### src/design/xmt_ram.sv
// generic simple dual-port ram, one write and one registered read port
`default_nettype none

module xmt_ram #(
    parameter int WIDTH = 8,
    parameter int DEPTH = 16
) (
    input  wire logic                     i_clk,
    input  wire logic                     i_we,
    input  wire logic [$clog2(DEPTH)-1:0] i_waddr,
    input  wire logic [WIDTH-1:0]         i_wdata,
    input  wire logic [$clog2(DEPTH)-1:0] i_raddr,
    output logic      [WIDTH-1:0]         o_rdata
);

    logic [WIDTH-1:0] r_mem [DEPTH];

    always_ff @(posedge i_clk) begin
        if (i_we) begin
            r_mem[i_waddr] <= i_wdata;
        end
        o_rdata <= r_mem[i_raddr];
    end

endmodule

`default_nettype wire

### config.mk
export PLATFORM = sky130hd
export DESIGN_NAME = xmt_ram
export DESIGN_NICKNAME = d
export VERILOG_FILES = /design/src/design/xmt_ram.sv
export SDC_FILE = /design/constraint.sdc
export NUM_CORES = 1
export LEC_CHECK = 0
export BUFFER_PORTS_ARGS = -buffer_cell sky130_fd_sc_hd__buf_4
export CAP_MARGIN = 20
export CORE_UTILIZATION = 30
export CTS_CLUSTER_SIZE = 12
export DETAILED_ROUTE_END_ITERATION = 10
export GPL_ROUTABILITY_DRIVEN = 0
export HOLD_SLACK_MARGIN = 0.1
export MAX_ROUTING_LAYER = met4
export SLEW_MARGIN = 20
export SYNTH_ARGS = -nofsm -noshare
export SYNTH_HDL_FRONTEND = slang
export SYNTH_SLANG_ARGS = --single-unit
### constraint.sdc
create_clock -name i_clk -period 2.1 [get_ports i_clk]
set_input_delay 0 -clock i_clk [delete_from_list [all_inputs] [get_ports i_clk]]
set_output_delay 0 -clock i_clk [all_outputs]
set_load 0.01 [all_outputs]
==> flow_summary.yaml <==
final_layout:
  drive_gt1_share_pct: 30.26
  final_util_pct: 38.74
  final_nets: 309
  design_area_um2: 6447
  area_delta_synth_final_pct: 25.26
  diodes: 0
  final_cells: 524
synthesis:
  yosysUniqueCellTypes: 19
  synth.most_common_cell: "edfxtp_1"
  yosysWarningCount: 0
  synthTopCellsByCount: "edfxtp_1, mux4_2, a22oi_1, mux4_1, nor2_1"
  synth_largest_area_cell: "edfxtp_1"
  ys_seq_elements: 136
  yosys.area.top_type_share_pct: 74.67
  syn_nets: 247
  synth-edff-count: 128
  syn_inst: 229
  synth_area_leaders: "edfxtp_1, mux4_2, mux4_1"
  synthFlopType: "edfxtp_1"
  ys_async_sr_fraction_pct: 0
  netlist_area_um2: 5147
  syn_area_per_cell_um2: 22.48
  yosysSeqAreaShare_pct: 77.78
clocking:
  cts_resized: 0
  root_buffer: "clkbuf_16"
  cts_htree_levels: 4
  cts_tree: "built"
  clkSinkCount: 136
  cts_buffer_depth: 2
  clk_latency_ps: 410
  numCtsBuffers: 17
  cts.clk_slew.worst_paths_ps: 60
power_and_ir_drop:
  powerDensity_nw_per_um2: 1051
  power_mw: 6.778
  leakagePower_nw: 2.185
  ir_drop_mv: 0.5120
worst_setup_path:
  rr_startpoint: "r_mem[0][2]"
  worst_ep_arrival_time_ps: 1710
  cp-end-kind: "flop"
  crit_fanout: 1
  worstSetupPathType: "flop to flop"
  r2r_slack_ps: 680
  r2r-end: "o_rdata[2]"
  worstPathRequired_ps: 2390
  critPathLaunchType: "flop"
  worstRegToRegCells: 3
routing:
  wl_um: 10330
  dr.pass1.iters: 4
  drt_iter0_drc: 206
  via_count: 2481
  drc: 0
  wl_per_cell_um: 19.71
  ant_nets: 0
  avgViaCountPerCell: 4.735
flow_run:
  maxCapViolCount: 0
timing:
  layout_setup_ws_ps: 683.7
  fmax_ghz: 0.7061
  relSlewSlack_pct: 56.21
  finalHoldViolCount: 0
  skew_ps: 6.976
  drv_slew: 0
  tns_ps: 0
  tightest_slew_ps: 654.4
  rsz0062_at_grt: "false"
  fin_worst_hold_slack_ps: 133.5
  post-route-period-util_pct: 67.44
  setup_viol: 0
  min_period_ps: 1416
placement:
  place_area_um2: 5687
  pre_cts_ws_ps: 421.1
  port_buffers: 25
  dp_hpwl_um: 6597
  dp.cells: 484
outcome:
  outcome: "finished, final reports clean"
min_path:
  hold_depth: 3
  min_path_type: "input pin to flop"
  hold_start: "i_waddr[2]"
  holdPathEnd: "r_mem[3][5]"
grt:
  grt_pass1_wl_um: 16020
  grt_pass1_vias: 2615
  antenna_found_initial: 0
  globalRouteTotalUtil_pct: 13.24
  grt_max_degree: 33
  grt_overflow: 0
floorplanning:
  die-area_um2: 17690
  core_um2: 16640
  io_pins: 26
  fp.dieH_um: 133.0
  row_count: 47
  die_width_um: 133.0
  initial_core_util_pct: 30.93
[sequential cells by signal, summed over array words and instances (netlist names)]
signal and count:
o_rdata 8, r_mem 128
[cells by family after synthesis]
kind of cell,count (synthesis),share of synthesized area [%]
and+or+nand+nor,35,3.184
muxes,32,15.02
AOI/OAI and AO/OA,16,2.334
buffers and inverters,10,1.677
DFF,136,77.78
[area by class of cell]
type	count	area, um^2
fillers	1508	10190
clock inverters	15	255.2
repair buffers	53	430.4
well taps	220	275.3
clock buffers	17	425.4
flip-flops and latches	136	4004
multi-input cells	83	1057
[critical path, cell delays in order (launching register included)]
cell      delay (ps)
edfxtp_1         360
mux4_1           510
a22oi_1          330
nand2_1           90
[what timing repair did]
| item | 4_1_cts | 5_1_grt |
|---|---|---|
| setup buffers | 0 | 0 |
| hold endpoints to repair | 128 | 0 |
| hold buffers | 8 | 0 |
[power by group]
| part | switching (mW) | internal [mW] | leakage [nW] |
|---|---|---|---|
| Sequential | 0.0178 | 3.04 | 1.22 |
| Combinational | 0.173 | 0.150 | 0.635 |
| Clock | 1.07 | 2.33 | 0.327 |
[worst max-delay path by stage]
stage | startpoint | end | cells after the start
2_1_floorplan | i_waddr[2] | r_mem[0][0] | 2
3_3_place_gp | i_raddr[0] | o_rdata[2] | 5
3_5_place_dp | i_raddr[0] | o_rdata[6] | 5
6_report | r_mem[0][2] | o_rdata[2] | 3
5_1_grt | r_mem[1][3] | o_rdata[3] | 3
4_1_cts | r_mem[5][2] | o_rdata[2] | 3
[layer usage]
layer | vias up | global-route usage, % | routed length (um)
met5 | - | - | 0
met4 | 0 | 6.003 | 148
met2 | 86 | 19.02 | 4925
met3 | 14 | 4.061 | 566
met1 | 1283 | 17.17 | 4690
li1 | 1098 | - | -
[layout by cell type, fill, tap and decap left out, types with 4 or more instances in the layout]
master / instances
edfxtp_1: 128
buf_4: 44
mux4_2: 18
clkbuf_16: 17
a22oi_1: 16
mux4_1: 14
nor2_1: 13
nand2_1: 9
dlygate4sd3_1: 8
dfxtp_1: 8
bufinv_16: 7
nor3_1: 4
clkinv_1: 4
Note: power is estimated with default switching activity, not from simulation.
